--- src/rtl/pfd_pkg.sv ---
package pfd_pkg;

  // frame geometry
  localparam int NUM_CHANNELS = 10;
  localparam int CNT_W        = $clog2(NUM_CHANNELS + 1);
  localparam int IDX_W        = (NUM_CHANNELS > 1) ? $clog2(NUM_CHANNELS) : 1;

  // edge queue between front and back
  localparam int QUEUE_DEPTH  = 4;
  localparam int QPTR_W       = $clog2(QUEUE_DEPTH);

  // register reset values
  localparam logic [15:0] MIN_WIDTH_RST  = 16'd800;
  localparam logic [15:0] MAX_WIDTH_RST  = 16'd2200;
  localparam logic [15:0] RESYNC_GAP_RST = 16'd3000;
  localparam logic [15:0] START_GAP_RST  = 16'd2500;

  typedef enum logic [1:0] {
    REG_MIN_WIDTH  = 2'd0,
    REG_MAX_WIDTH  = 2'd1,
    REG_RESYNC_GAP = 2'd2,
    REG_START_GAP  = 2'd3
  } reg_idx_e;

  typedef struct packed {
    logic [15:0] min_width;
    logic [15:0] max_width;
    logic [15:0] resync_gap;
    logic [15:0] start_gap;
  } cfg_t;

  // classified edge: compare results plus low half of the interval
  typedef struct packed {
    logic        in_window;
    logic        ge_resync;
    logic        ge_start;
    logic [15:0] pulse;
  } edge_t;

endpackage

--- src/rtl/pfd_front.sv ---
module pfd_front import pfd_pkg::*; (
  input  logic        clk_i,
  input  logic        rst_ni,
  input  cfg_t        cfg_i,
  input  logic        in_valid_i,
  output logic        in_ready_o,
  input  logic [31:0] timestamp_i,
  output logic        push_o,
  output edge_t       edge_o,
  input  logic        full_i
);

  logic [31:0] prev_time_q, prev_time_d;
  logic [31:0] interval_q, interval_d;
  logic        hold_q, hold_d;
  logic        accept;

  assign push_o     = hold_q && !full_i;
  assign in_ready_o = !hold_q || !full_i;
  assign accept     = in_valid_i && in_ready_o;

  always_comb begin
    prev_time_d = prev_time_q;
    interval_d  = interval_q;
    hold_d      = hold_q && !push_o;
    if (accept) begin
      prev_time_d = timestamp_i;
      interval_d  = timestamp_i - prev_time_q;  // wraps modulo 2^32
      hold_d      = 1'b1;
    end
  end

  always_comb begin
    edge_o.in_window = (interval_q >= {16'd0, cfg_i.min_width}) &&
                       (interval_q <= {16'd0, cfg_i.max_width});
    edge_o.ge_resync = interval_q >= {16'd0, cfg_i.resync_gap};
    edge_o.ge_start  = interval_q >= {16'd0, cfg_i.start_gap};
    edge_o.pulse     = interval_q[15:0];
  end

  always_ff @(posedge clk_i or negedge rst_ni) begin
    if (!rst_ni) begin
      prev_time_q <= '0;
      hold_q      <= 1'b0;
    end else begin
      prev_time_q <= prev_time_d;
      hold_q      <= hold_d;
    end
  end

  always_ff @(posedge clk_i) begin
    interval_q <= interval_d;
  end

endmodule

--- src/rtl/pfd_queue.sv ---
module pfd_queue import pfd_pkg::*; (
  input  logic  clk_i,
  input  logic  rst_ni,
  input  logic  push_i,
  input  edge_t data_i,
  output logic  full_o,
  input  logic  pop_i,
  output edge_t data_o,
  output logic  empty_o
);

  edge_t             mem_q [QUEUE_DEPTH];
  logic [QPTR_W-1:0] wptr_q, rptr_q;
  logic [QPTR_W:0]   count_q;

  assign full_o  = count_q == (QPTR_W+1)'(QUEUE_DEPTH);
  assign empty_o = count_q == '0;
  assign data_o  = mem_q[rptr_q];

  always_ff @(posedge clk_i or negedge rst_ni) begin
    if (!rst_ni) begin
      wptr_q  <= '0;
      rptr_q  <= '0;
      count_q <= '0;
    end else begin
      if (push_i) begin
        wptr_q <= wptr_q + 1'b1;
      end
      if (pop_i) begin
        rptr_q <= rptr_q + 1'b1;
      end
      unique case ({push_i, pop_i})
        2'b10:   count_q <= count_q + 1'b1;
        2'b01:   count_q <= count_q - 1'b1;
        default: count_q <= count_q;
      endcase
    end
  end

  always_ff @(posedge clk_i) begin
    if (push_i) begin
      mem_q[wptr_q] <= data_i;
    end
  end

endmodule

--- src/rtl/pfd_back.sv ---
module pfd_back import pfd_pkg::*; (
  input  logic        clk_i,
  input  logic        rst_ni,
  input  edge_t       edge_i,
  input  logic        empty_i,
  output logic        pop_o,
  output logic        out_valid_o,
  input  logic        out_ready_i,
  output logic [3:0]  channel_index_o,
  output logic [15:0] pulse_o,
  output logic        last_o
);

  typedef enum logic {
    ST_IDLE,
    ST_EMIT
  } state_e;

  state_e           state_q;
  logic             in_sync_q;
  logic [CNT_W-1:0] count_q;
  logic [IDX_W-1:0] emit_idx_q;
  logic [15:0]      store_q [NUM_CHANNELS];
  logic             out_valid_q;
  logic [IDX_W-1:0] out_idx_q;
  logic [15:0]      out_pulse_q;
  logic             out_last_q;
  logic             slot_free;
  logic             emit_last;
  logic             store_we;

  assign pop_o     = (state_q == ST_IDLE) && !empty_i;
  assign slot_free = !out_valid_q || out_ready_i;
  assign emit_last = emit_idx_q == IDX_W'(NUM_CHANNELS - 1);
  assign store_we  = pop_o && in_sync_q && edge_i.in_window &&
                     (count_q < CNT_W'(NUM_CHANNELS));

  assign out_valid_o     = out_valid_q;
  assign channel_index_o = 4'(out_idx_q);
  assign pulse_o         = out_pulse_q;
  assign last_o          = out_last_q;

  always_ff @(posedge clk_i or negedge rst_ni) begin
    if (!rst_ni) begin
      state_q     <= ST_IDLE;
      in_sync_q   <= 1'b0;
      count_q     <= '0;
      emit_idx_q  <= '0;
      out_valid_q <= 1'b0;
    end else begin
      if (state_q == ST_EMIT && slot_free) begin
        out_valid_q <= 1'b1;
      end else if (out_ready_i) begin
        out_valid_q <= 1'b0;
      end
      unique case (state_q)
        ST_IDLE: begin
          if (pop_o) begin
            if (in_sync_q) begin
              if (edge_i.in_window) begin
                if (count_q < CNT_W'(NUM_CHANNELS)) begin
                  count_q <= count_q + 1'b1;
                  if (count_q == CNT_W'(NUM_CHANNELS - 1)) begin
                    in_sync_q  <= 1'b0;
                    emit_idx_q <= '0;
                    state_q    <= ST_EMIT;
                  end
                end
              end else if (edge_i.ge_resync) begin
                count_q <= '0;
              end else begin
                in_sync_q <= 1'b0;
              end
            end else if (edge_i.ge_start) begin
              in_sync_q <= 1'b1;
              count_q   <= '0;
            end
          end
        end
        ST_EMIT: begin
          if (slot_free) begin
            emit_idx_q <= emit_idx_q + 1'b1;
            if (emit_last) begin
              state_q <= ST_IDLE;
            end
          end
        end
        default: state_q <= ST_IDLE;
      endcase
    end
  end

  always_ff @(posedge clk_i) begin
    if (store_we) begin
      store_q[count_q[IDX_W-1:0]] <= edge_i.pulse;
    end
    if (state_q == ST_EMIT && slot_free) begin
      out_idx_q   <= emit_idx_q;
      out_pulse_q <= store_q[emit_idx_q];
      out_last_q  <= emit_last;
    end
  end

endmodule

--- src/rtl/ppm_frame_decoder_core.sv ---
// PPM frame decoder: timestamped edges in, channel pulse widths out.
// Path: an edge is registered in the front and held in the queue until the back
//   end pops it into the decoder state; the first result of a frame is then registered.
// Throughput: one edge per cycle while no frame is being sent; a completed
//   frame holds the back end for NUM_CHANNELS (10) output transfers.
// Reset: rst_ni asynchronous, active low; control registers return to defaults.
module ppm_frame_decoder_core import pfd_pkg::*; (
  input  logic        clk_i,
  input  logic        rst_ni,
  // edge input
  input  logic        s_axis_tvalid_i,
  output logic        s_axis_tready_o,
  input  logic [31:0] s_axis_tdata_i,   // [31:0] timestamp_us
  // channel results
  output logic        m_axis_tvalid_o,
  input  logic        m_axis_tready_i,
  output logic [23:0] m_axis_tdata_o,   // [3:0] channel_index, [19:4] pulse_us, [23:20] 0
  output logic        m_axis_tlast_o,   // frame_last
  // register port
  input  logic        psel,
  input  logic        penable,
  input  logic        pwrite,
  input  logic [3:0]  paddr,
  input  logic [31:0] pwdata,
  output logic [31:0] prdata,
  output logic        pready
);

  cfg_t        cfg_q;
  reg_idx_e    reg_sel;
  logic        cfg_we;

  edge_t       front_edge;
  logic        front_push;
  logic        queue_full;
  edge_t       queue_edge;
  logic        queue_empty;
  logic        back_pop;
  logic [3:0]  res_index;
  logic [15:0] res_pulse;

  // Register file: byte address 4*i, low address bits ignored.
  assign pready  = 1'b1;
  assign reg_sel = reg_idx_e'(paddr[3:2]);
  assign cfg_we  = psel && penable && pwrite && pready;

  always_comb begin
    unique case (reg_sel)
      REG_MIN_WIDTH:  prdata = {16'd0, cfg_q.min_width};
      REG_MAX_WIDTH:  prdata = {16'd0, cfg_q.max_width};
      REG_RESYNC_GAP: prdata = {16'd0, cfg_q.resync_gap};
      REG_START_GAP:  prdata = {16'd0, cfg_q.start_gap};
      default:        prdata = '0;
    endcase
  end

  always_ff @(posedge clk_i or negedge rst_ni) begin
    if (!rst_ni) begin
      cfg_q.min_width  <= MIN_WIDTH_RST;
      cfg_q.max_width  <= MAX_WIDTH_RST;
      cfg_q.resync_gap <= RESYNC_GAP_RST;
      cfg_q.start_gap  <= START_GAP_RST;
    end else if (cfg_we) begin
      unique case (reg_sel)
        REG_MIN_WIDTH:  cfg_q.min_width  <= pwdata[15:0];
        REG_MAX_WIDTH:  cfg_q.max_width  <= pwdata[15:0];
        REG_RESYNC_GAP: cfg_q.resync_gap <= pwdata[15:0];
        REG_START_GAP:  cfg_q.start_gap  <= pwdata[15:0];
        default:        cfg_q            <= cfg_q;
      endcase
    end
  end

  // Front: measures the interval since the last edge and classifies it.
  pfd_front u_front (
    .clk_i       (clk_i),
    .rst_ni      (rst_ni),
    .cfg_i       (cfg_q),
    .in_valid_i  (s_axis_tvalid_i),
    .in_ready_o  (s_axis_tready_o),
    .timestamp_i (s_axis_tdata_i),
    .push_o      (front_push),
    .edge_o      (front_edge),
    .full_i      (queue_full)
  );

  // Short queue so edges keep flowing while a frame is sent, until the queue fills.
  pfd_queue u_queue (
    .clk_i   (clk_i),
    .rst_ni  (rst_ni),
    .push_i  (front_push),
    .data_i  (front_edge),
    .full_o  (queue_full),
    .pop_i   (back_pop),
    .data_o  (queue_edge),
    .empty_o (queue_empty)
  );

  // Back: sync tracking, channel store and frame output.
  pfd_back u_back (
    .clk_i           (clk_i),
    .rst_ni          (rst_ni),
    .edge_i          (queue_edge),
    .empty_i         (queue_empty),
    .pop_o           (back_pop),
    .out_valid_o     (m_axis_tvalid_o),
    .out_ready_i     (m_axis_tready_i),
    .channel_index_o (res_index),
    .pulse_o         (res_pulse),
    .last_o          (m_axis_tlast_o)
  );

  assign m_axis_tdata_o = {4'd0, res_pulse, res_index};

endmodule
--- config.mk ---
export PLATFORM = sky130hd
export DESIGN_NAME = ppm_frame_decoder_core
export DESIGN_NICKNAME = d
export VERILOG_FILES = /design/src/rtl/pfd_pkg.sv /design/src/rtl/pfd_front.sv /design/src/rtl/pfd_queue.sv /design/src/rtl/pfd_back.sv /design/src/rtl/ppm_frame_decoder_core.sv
export SDC_FILE = /design/constraint.sdc
export NUM_CORES = 1
export LEC_CHECK = 0
export ABC_AREA = 1
export BUFFER_PORTS_ARGS = -buffer_cell sky130_fd_sc_hd__buf_2
export CORE_MARGIN = 2
export CORE_UTILIZATION = 55
export CTS_CLUSTER_SIZE = 8
export DETAILED_ROUTE_END_ITERATION = 12
export PLACE_DENSITY = 0.77
export RECOVER_POWER = 25
export SLEW_MARGIN = 40
export SYNTH_ARGS = -nofsm -noshare
export SYNTH_HDL_FRONTEND = slang
export SYNTH_SLANG_ARGS = --single-unit
--- constraint.sdc ---
create_clock -name clk_i -period 2.8 [get_ports clk_i]
set_input_delay 0 -clock clk_i [delete_from_list [all_inputs] [get_ports clk_i]]
set_output_delay 0 -clock clk_i [all_outputs]
set_load 0.005 [all_outputs]
# Word-level counts from Yosys, hierarchy flattened
# Memories as Yosys holds them, arrays and structs flattened. A register that Yosys moved wholly into a read port is not among the register bits.
# Cells that the tools add are included.
word_totals:
  mem_count: 2
  mem_bits_rw: 236
  ff_bits: 152
  in_bits: 75
classes:
  bitwise: 1
  addsub: 7
  reduce_logical: 30
  mux: 35
  n_eq_ne: 16
  n_lt_le_gt_ge: 5
mem_list:
  columns: ["memory", "words", "width", "read_ports", "rd_clocked_by_memory_dff", "write_ports", "line_no", "source"]
  rows:
  - ["u_back.store_q", 10, 16, 1, 1, 1, "pfd_back.sv:23", "logic [15:0] store_q [NUM_CHANNELS];"]
  - ["u_queue.mem_q", 4, 19, 1, 0, 1, "pfd_queue.sv:12", "edge_t mem_q [QUEUE_DEPTH];"]
op_table:
  columns: ["op", "n"]
  rows:
  - ["32-bit one-hot mux with 4 select lines", 1]
  - ["32-bit by 16-bit >= comparator with 1-bit output", 3]
  - ["4-bit 2-to-1 mux", 11]
  - ["32-bit by 16-bit less-or-equal comparator with 1-bit output", 1]
  - ["32-bit subtractor", 1]
  - ["1-bit 2-to-1 mux", 20]
  - ["1-bit logical AND", 11]
  - ["2-bit AND reduction", 5]
  - ["4-bit by 1-bit adder with 4-bit output (second input constant)", 2]
  - ["4-bit equality test (second input constant)", 2]
  - ["4-bit one-hot mux with 2 select lines", 1]
  - ["2-bit equality test (second input constant)", 3]
  - ["2-bit by 1-bit != test with 1-bit output (second input constant)", 3]
  - ["2-bit != test (second input constant)", 3]
  - ["3-bit one-hot mux with 2 select lines", 1]
  - ["6-bit AND reduction", 1]
  - ["2-bit nonzero test", 3]
  - ["1-bit zero test", 5]
  - ["5-bit AND reduction", 1]
  - ["2-bit by 1-bit adder with 2-bit output (second input constant)", 2]
  - ["2-bit by 1-bit equality test with 1-bit output (second input constant)", 2]
  - ["4-bit < comparator (second input constant)", 1]
  - ["3-bit by 1-bit adder with 3-bit output (second input constant)", 1]
  - ["3-bit equality test (second input constant)", 1]
  - ["other kinds (8)", 9]

# Logic depth before layout (Yosys ltp)
# Gate-level depths: netlist of the first run.
depth:
  depth_word: 8
  mapped_depth: 14

# By module
# A second synthesis of the first run with hierarchy kept.
hier_totals:
  cells_unflattened: 2370
  area_unflattened_um2: 21391.8
modules_own_cells:
  columns: ["mod", "seq_area_each_um2", "instances", "area_each_um2", "cells_each"]
  rows:
  - ["pfd_back", 5710.5, 1, 8132.8, 734]
  - ["pfd_front", 1786.7, 1, 6418.7, 965]
  - ["pfd_queue", 2457.4, 1, 3559.7, 271]
  - ["ppm_frame_decoder_core", 1625.3, 1, 3280.6, 400]

# Worst setup path after synthesis of the first run
# Ideal clock, no wire load.
synth_timing:
  path_kind: "reg-to-reg"
  from: "reg u_queue.rptr_q[0]"
  to: "mem u_back.store_q[1][0] (enable)"
  arrival_time_ns: 2.220
  path_slack_ns: 0.171
  required_ns: 2.391
  synth_period_minus_slack_ns: 2.629
  setup_ns: 0.409
  path_stages_with_launch: 10
  n_path_buf: 1
  path_cell_list: "dfrtp_1 > buf_4 > nand2_1 > nand3_1 > nand2_1 > inv_2 > nand2_2 > nor3_4 > inv_2 > nor3_1"
synth_via:
  elab_chain_len: 5
synth_rtl:
  columns: ["item", "line_no", "source"]
  rows:
  - ["from (decl)", "pfd_queue.sv:13", "logic [QPTR_W-1:0] wptr_q, rptr_q;"]
  - ["from (signal assigned)", "pfd_queue.sv:30", "rptr_q <= rptr_q + 1'b1;"]
  - ["memory read 4 x 19 bit", null, null]
  - ["1-bit logical AND (2 in a row)", "pfd_back.sv:35", "assign store_we = pop_o && in_sync_q && edge_i.in_window &&"]
  - ["1-bit 2-to-1 mux", "pfd_back.sv:94", "if (store_we) begin"]
  - ["1-bit 2-to-1 mux (not written as such)", "pfd_back.sv:95", "store_q[count_q[IDX_W-1:0]] <= edge_i.pulse;"]
  - ["to (decl)", "pfd_back.sv:23", null]
# No other way between the ends.

# Worst setup path in the final report of the first run
layout_timing:
  from: "reg u_front.prev_time_q[0]"
  to: "reg u_front.interval_q[30] (data pin)"
layout_via:
  elab_chain_len: 1
layout_rtl:
  columns: ["item", "line_no", "source"]
  rows:
  - ["from (decl)", "pfd_front.sv:13", "logic [31:0] prev_time_q, prev_time_d;"]
  - ["from (signal assigned)", "pfd_front.sv:46", "prev_time_q <= prev_time_d;"]
  - ["32-bit subtractor", "pfd_front.sv:28", "interval_d = timestamp_i - prev_time_q;"]
  - ["to (signal assigned)", "pfd_front.sv:52", "interval_q <= interval_d;"]
  - ["to (decl)", "pfd_front.sv:14", "logic [31:0] interval_q, interval_d;"]
# No other way between the ends.
# A chain may end at the register's enable or synchronous reset.

==> metrics.cfg, run 1 <==
[routing]
wl_met2_um=22700
first_iter_violations=1182
final_antenna_net_count=0
wl_met1_um=18500
wirelength_um=45500
topRoutingLayerUsed=met4
met3WireLength_um=2800
routed_via_density=5.59
wl_per_cell_um=17.4
vias=14700
drtPass1Iterations=5
drcViolationCount=0

[logic_synthesis]
synthArstFlopShare_pct=28.5
yosys_warnings=0
synthesis.area_um2=19400
netlist_instances=1935
synth-main-ff-cell=edfxtp_1
synth_largest_area_cell=edfxtp_1
synthTopCellsByArea=edfxtp_1 45%, dfrtp_1 12%, nand2_1 7.5%
yosysUniqueCellTypes=37
netlist.area_leader.share_pct=44.8
ys_seq_elements=404
synth_seq_area_share_pct=59.8
synth_area_per_cell_um2=10.0
synth_edf_count=289

[sta]
post-route-period-util_pct=80.7
tns_ns=0
relSlewSlack_pct=20.6
period_needed_ns=2.26
final-setup-viol-count=0
slew_viol_final=0
grt_setup_unrepaired=no
fmax_mhz=443
finalHoldViolations=0
finalWorstSetupSlack_ns=0.540
fin_skew_ns=0.0146
holdWs_ns=0.0919
worst_slew_pin_slew_ns=1.19

[final_layout]
instances_no_fill=2621
final_util_pct=65.4
seqCellArea_um2=11600
synthToLayoutAreaGrowth_pct=17.0
multi_input_area_um2=6670
n_fill_cell=2576
nNetsFinal=2302
drive_above_1_share_pct=10.8
insertedDiodeCount=0
fin_area_um2=22600

[floorplanning]
fp.dieArea_um2=36700
rows=68
core_um2=34600
fp.dieW_um=192
die_h_um=192
num_io_pins=135
start_util_pct=55.9

[grt]
grt_pass1_wl_um=71600
antenna_found_initial=0
grt-ovfl-total=0
grtUsageTotal_pct=25.0
grt_max_degree=86
grt_pass1_vias=14300

[placement]
place_ws_ns=0.583
io_buffers=95
hpwl_um=28400
place_area_um2=20400
place_congestion=0.927
dpl.cell_count=2459

[clock_network]
cts_root_buffer=clkbuf_16
clk_path_buf_depth=3
insertion_delay_ns=0.58
cts.clk_slew.worst_paths_ns=0.05
cts_buffers=56
htreeDepth=2
clock-sinks=404
cts_tree=done

[power]
combPwrFrac_pct=31.6
p_int_mw=14.7
p_leak_nw=9.47
power_density_nw_per_um2=1000
irDropWorstVdd_uv=893
p_switching_mw=8.00
clkPwrFrac_pct=27.9
p_seq_share_pct=40.5
swShare_pct=35.2
p_total_mw=22.7

[worst_setup_path]
critical_path.endpoint_type=register
crit_buf_inv=1
critPathKind=register to register
arrival_ns=2.59
crit_path_max_incr_delay_ns=0.42
cp_top_family=simple AND/OR/NAND/NOR gates
r2r_setup_slack_ns=0.54
worstPathRequired_ns=3.13
cpMostUsedCell=nand2_1
start_kind=register
crit_chain=ha_1 -> fa_1 -> inv_1 -> nand3_1 -> nand2_1 -> nand2_1 -> nand2_1 -> nand3_1 -> nand2_1 -> nand2_1 -> nand3_1 -> nand2_1
critPathSlowestCell=fa_1
path_max_fanout=4

[hold_path]
hp-class=primary input to register

[run_status]
outcome=finished clean

[run]
drv_cap=0

-- power groups by stage --
stage / clock [mW] / sequential [mW] / combinational [mW]
final: 6.33 / 9.20 / 7.18
after global routing: 6.68 / 9.30 / 8.08
after CTS: 6.40 / 9.19 / 7.09
after detailed placement: 0 / 9.27 / 6.93
after global placement: 0 / 9.21 / 6.60
after floorplan: 0 / 9.05 / 4.74
-- routing by layer --
| layer | up-vias | GRT usage (%) |
|---|---|---|
| met5 | - | 0 |
| met1 | 7055 | 31.0 |
| met2 | 568 | 44.0 |
| met3 | 98 | 3.84 |
| li1 | 6940 | - |
| met4 | 0 | 9.53 |
-- synthesized netlist by cell type, types with 5 or more instances --
cell type / count
dfrtp_1: 96
clkbuf_1: 51
edfxtp_1: 289
o2111ai_1: 15
nand4_1: 10
nor2_1: 207
o21ai_0: 260
o22ai_1: 64
buf_2: 9
ha_1: 106
nor4_1: 5
inv_1: 216
nand3_1: 36
nand2_1: 386
nor3_1: 12
inv_2: 6
a21oi_1: 70
buf_4: 23
dfstp_2: 19
xor2_1: 20
-- worst paths after layout --
kind | start | to | cells past startpoint
min reg2reg | cfg_q[3]$_DFFE_PN0P_ | cfg_q[3]$_DFFE_PN0P_ | 2
max in group asynchronous | rst_ni | u_back.emit_idx_q[0]$_DFFE_PN0P_ | 4
min | penable | cfg_q[1]$_DFFE_PN0P_ | 4
min in group asynchronous | rst_ni | cfg_q[49]$_DFFE_PN0P_ | 4
max | u_front.prev_time_q[0]$_DFFE_PN0P_ | u_front.interval_q[30]$_DFFE_PP_ | 12
max reg2reg | u_front.prev_time_q[0]$_DFFE_PN0P_ | u_front.interval_q[30]$_DFFE_PP_ | 12
-- layout make-up --
class	count	area share, %
clock buffer	103	7.15
clock inverter	2	0.204
multi-input combinational	1245	29.4
inverter	222	3.68
tap	455	2.51
sequential	404	51.1
timing repair buffer	190	5.88
-- worst reg2reg max path, stage by stage, from the launching register on --
cell and delay, ns:
dfrtp_1 0.39, ha_1 0.23, fa_1 0.42, inv_1 0.08
nand3_1 0.06, nand2_1 0.15, nand2_1 0.07, nand2_1 0.14
nand3_1 0.09, nand2_1 0.16, nand2_1 0.09, nand3_1 0.09
nand2_1 0.05
-- cell usage in the layout, fill, tap and decap left out, types with 19 or more instances in the layout --
master         instances
dfstp_2               19
clkbuf_16             57
nor2_1               206
buf_4                 29
dlygate4sd3_1         55
nand3_1               36
xor2_1                20
ha_1                 106
nand2_1              386
inv_1                216
o21ai_0              260
buf_2                 93
clkbuf_1              53
o22ai_1               59
conb_1                21
edfxtp_1             289
dfrtp_1               95
a21oi_1               70
-- kinds of logic (layout without fill, tap and decap cells) --
logic type	after synthesis	after routing	share of synthesized area, %
and+or+nand+nor	665	665	13.6
AOI/OAI and AO/OA	427	427	12.0
DFF	404	404	59.8
buffers and inverters	305	517	6.42
adders and majority gates	108	108	7.06
xor gates and xnor gates	24	24	1.09
other	2	21	0.0388
-- flip-flops by register name, indices dropped and copies added (netlist names), 2 cells and up --
| register | flops |
|---|---|
| u_front.prev_time_q | 32 |
| u_queue.rptr_q | 2 |
| cfg_q | 64 |
| u_queue.wptr_q | 2 |
| u_back.channel_index_o | 4 |
| u_back.emit_idx_q | 4 |
| u_back.pulse_o | 16 |
| u_front.interval_q | 32 |
| u_queue.count_q | 3 |
| u_back.count_q | 4 |
| u_queue.mem_q | 76 |
| u_back.store_q | 160 |
-- repair_timing --
item,CTS,global route
endpoints found under the hold margin,220,0
setup buffers,0,0
gates resized for setup,0,0
hold buffers,56,0
Note: power is estimated with default switching activity, not from simulation.
==> run 2: changes to the inputs <==
==> constraint.sdc (replaced) <==
create_clock -name clk_i -period 2 [get_ports clk_i]
set_input_delay 0 -clock clk_i [delete_from_list [all_inputs] [get_ports clk_i]]
set_output_delay 0 -clock clk_i [all_outputs]
set_load 0.005 [all_outputs]
==> metrics.cfg, run 2 (same netlist as run 1, synthesis figures left out) <==
[run_status]
outcome=finished with violations
violations=negative setup slack

[sta]
fin_skew_ns=0.0213  ; +0.00677 ns
worst_slew_pin_slew_ns=1.26  ; +0.0723 ns
final-setup-viol-count=68  ; +68
post-route-period-util_pct=105  ; +24 points
slew_viol_final=0  ; unchanged
holdWs_ns=0.156  ; +0.0640 ns
finalWorstSetupSlack_ns=-0.102  ; -0.642 ns
period_needed_ns=2.10  ; -0.158 ns
finalHoldViolations=0  ; unchanged
fmax_mhz=476  ; +7.5%
tns_ns=-5.24  ; -5.24 ns
relSlewSlack_pct=15.8  ; -4.8 points
grt_setup_unrepaired=yes

[grt]
grt_pass1_wl_um=74900  ; +4.5%
antenna_found_initial=0  ; unchanged
grt-ovfl-total=0  ; unchanged
grtUsageTotal_pct=26.2  ; +1.2 points
grt_pass1_vias=15000  ; +4.9%
grt_max_degree=51  ; -41%

[routing]
drcViolationCount=0  ; unchanged
final_antenna_net_count=0  ; unchanged
drtPass1Iterations=6  ; +1
wl_per_cell_um=17.9  ; +3.0%
wirelength_um=48100  ; +5.7%
first_iter_violations=1181  ; -0.085%
routed_via_density=5.53  ; -1.1%
vias=14900  ; +1.5%

[floorplanning]
fp.dieArea_um2=36700  ; unchanged
die_h_um=192  ; unchanged
start_util_pct=55.9  ; unchanged
core_um2=34600  ; unchanged
rows=68  ; unchanged
num_io_pins=135  ; unchanged
fp.dieW_um=192  ; unchanged

[clock_network]
cts_buffers=56  ; unchanged
htreeDepth=2  ; unchanged
clock-sinks=404  ; unchanged
cts.clk_slew.worst_paths_ns=0.05  ; about the same
cts_root_buffer=clkbuf_16
cts_tree=done
clk_path_buf_depth=3  ; unchanged
insertion_delay_ns=0.60  ; +0.02 ns

[final_layout]
drive_above_1_share_pct=16.8  ; +6.1 points
final_common_cell=nand2_1
insertedDiodeCount=0  ; unchanged
synthToLayoutAreaGrowth_pct=22.2
n_fill_cell=2430  ; -5.7%
layout_common_cells=359 x nand2_1, 289 x edfxtp_1, 249 x o21ai_0, 210 x inv_1, 199 x nor2_1
largest_reg_flops=160  ; unchanged
nNetsFinal=2372  ; +3.0%

[run]
drv_cap=0  ; unchanged

[power]
p_int_mw=21.4  ; +46%
p_switching_mw=11.7  ; +46%
p_leak_nw=9.83  ; +3.8%
combPwrFrac_pct=34.9  ; +3.3 points
power_density_nw_per_um2=1400  ; +40%
irDropWorstVdd_uv=1390  ; +55%
p_seq_share_pct=38.4  ; -2.1 points
p_total_mw=33.1  ; +46%
clkPwrFrac_pct=26.7  ; -1.2 points
swShare_pct=35.3  ; +0.12 points

[placement]
place_ws_ns=-0.0807  ; -0.663 ns
place_congestion=0.888  ; -4.1%
hpwl_um=30100  ; +5.9%
io_buffers=95  ; unchanged

[worst_setup_path]
arrival_ns=2.41  ; -0.18 ns
worstPathRequired_ns=2.31  ; -0.82 ns
path_max_fanout=8  ; +4
start_kind=register
critical_path.endpoint_type=register
critPathKind=register to register

[hold_path]
hp-class=primary input to register

[run 2: changes by cell type in the layout (fill, tap and decap cells not counted), sizes merged]
| cell | previous run | this run |
|---|---|---|
| dlygate4sd3 | 55 | 57 |
| clkbuf | 113 | 126 |
| buf | 125 | 178 |
| bufinv | 0 | 1 |
[run 2: layout make-up]
class                           count  area, um^2  share of cell area [%]
Inverter                          222         838                    3.54
Clock buffer                      101        1570                    6.64
Multi-Input combinational cell   1245        7000                    29.6
Tap cell                          455         569                    2.41
Sequential cell                   404       11600                    49.0
Clock inverter                      3        80.1                   0.339
Timing Repair Buffer              260        2010                    8.48
[run 2: per-stage QoR]
step                cell area [um^2]  std cells  util [%]
global placement               21000       2511      60.6
finish                         23700       2690      68.3
global route                   23700       2690      68.3
detailed placement             21000       2511      60.6
floorplan                      19500       1954         -
CTS                            23300       2675      67.2
[run 2: worst paths after layout]
path | startpoint | endpoint | slack, ns | cells past startpoint
worst min-delay path | m_axis_tready_i | u_back.out_valid_o$_DFFE_PN0P_ | 0.16 | 3
min in group asynchronous | rst_ni | cfg_q[19]$_DFFE_PN1P_ | 0.37 | 2
worst max-delay path | u_queue.rptr_q[0]$_DFFE_PN0P_ | u_back.store_q[7][14]$_DFFE_PP_ | -0.10 | 10
max in group asynchronous | rst_ni | u_queue.count_q[0]$_DFFE_PN0P_ | 0.18 | 3
worst max register to register | u_queue.rptr_q[0]$_DFFE_PN0P_ | u_back.store_q[7][14]$_DFFE_PP_ | -0.10 | 10
worst min register to register | cfg_q[9]$_DFFE_PN0P_ | cfg_q[9]$_DFFE_PN0P_ | 0.48 | 2
[run 2: repair_timing]
action                                  CTS  global route
hold buffers                             58             0
buffers inserted                          2            14
pin swaps                                 1            17
gates resized for setup                   7           106
cloned                                    0             1
hold endpoints to repair                257             0
endpoints found under the setup margin   24           187
[run 2: per-layer routing]
| metal | GRT usage (%) | vias to the layer above | wire [um] |
|---|---|---|---|
| li1 | - | 7091 | - |
| met1 | 32.4 | 7078 | 19000 |
| met2 | 45.6 | 589 | 24300 |
| met3 | 4.88 | 124 | 3200 |
| met4 | 10.3 | 0 | 1520 |
| met5 | 0 | - | 0 |
[run 2: power by group through the flow]
stage	clock, mW	combinational [mW]	sequential [mW]
finish	8.85	11.5	12.7
global route	9.36	12.9	12.9
CTS	8.98	10.9	12.7
detailed placement	0	10.6	12.9
global placement	0	10.1	12.8
floorplan	0	6.68	12.7
[run 2: critical path, stage by stage (launching register included)]
cell       delay (ns)
dfrtp_2          0.43
inv_2            0.11
nand2_2          0.06
nand3_1          0.07
nand2_2          0.06
inv_2            0.08
nand2_4          0.06
nor3_4           0.27
clkinv_4         0.15
nor3_4           0.30
clkbuf_16        0.24
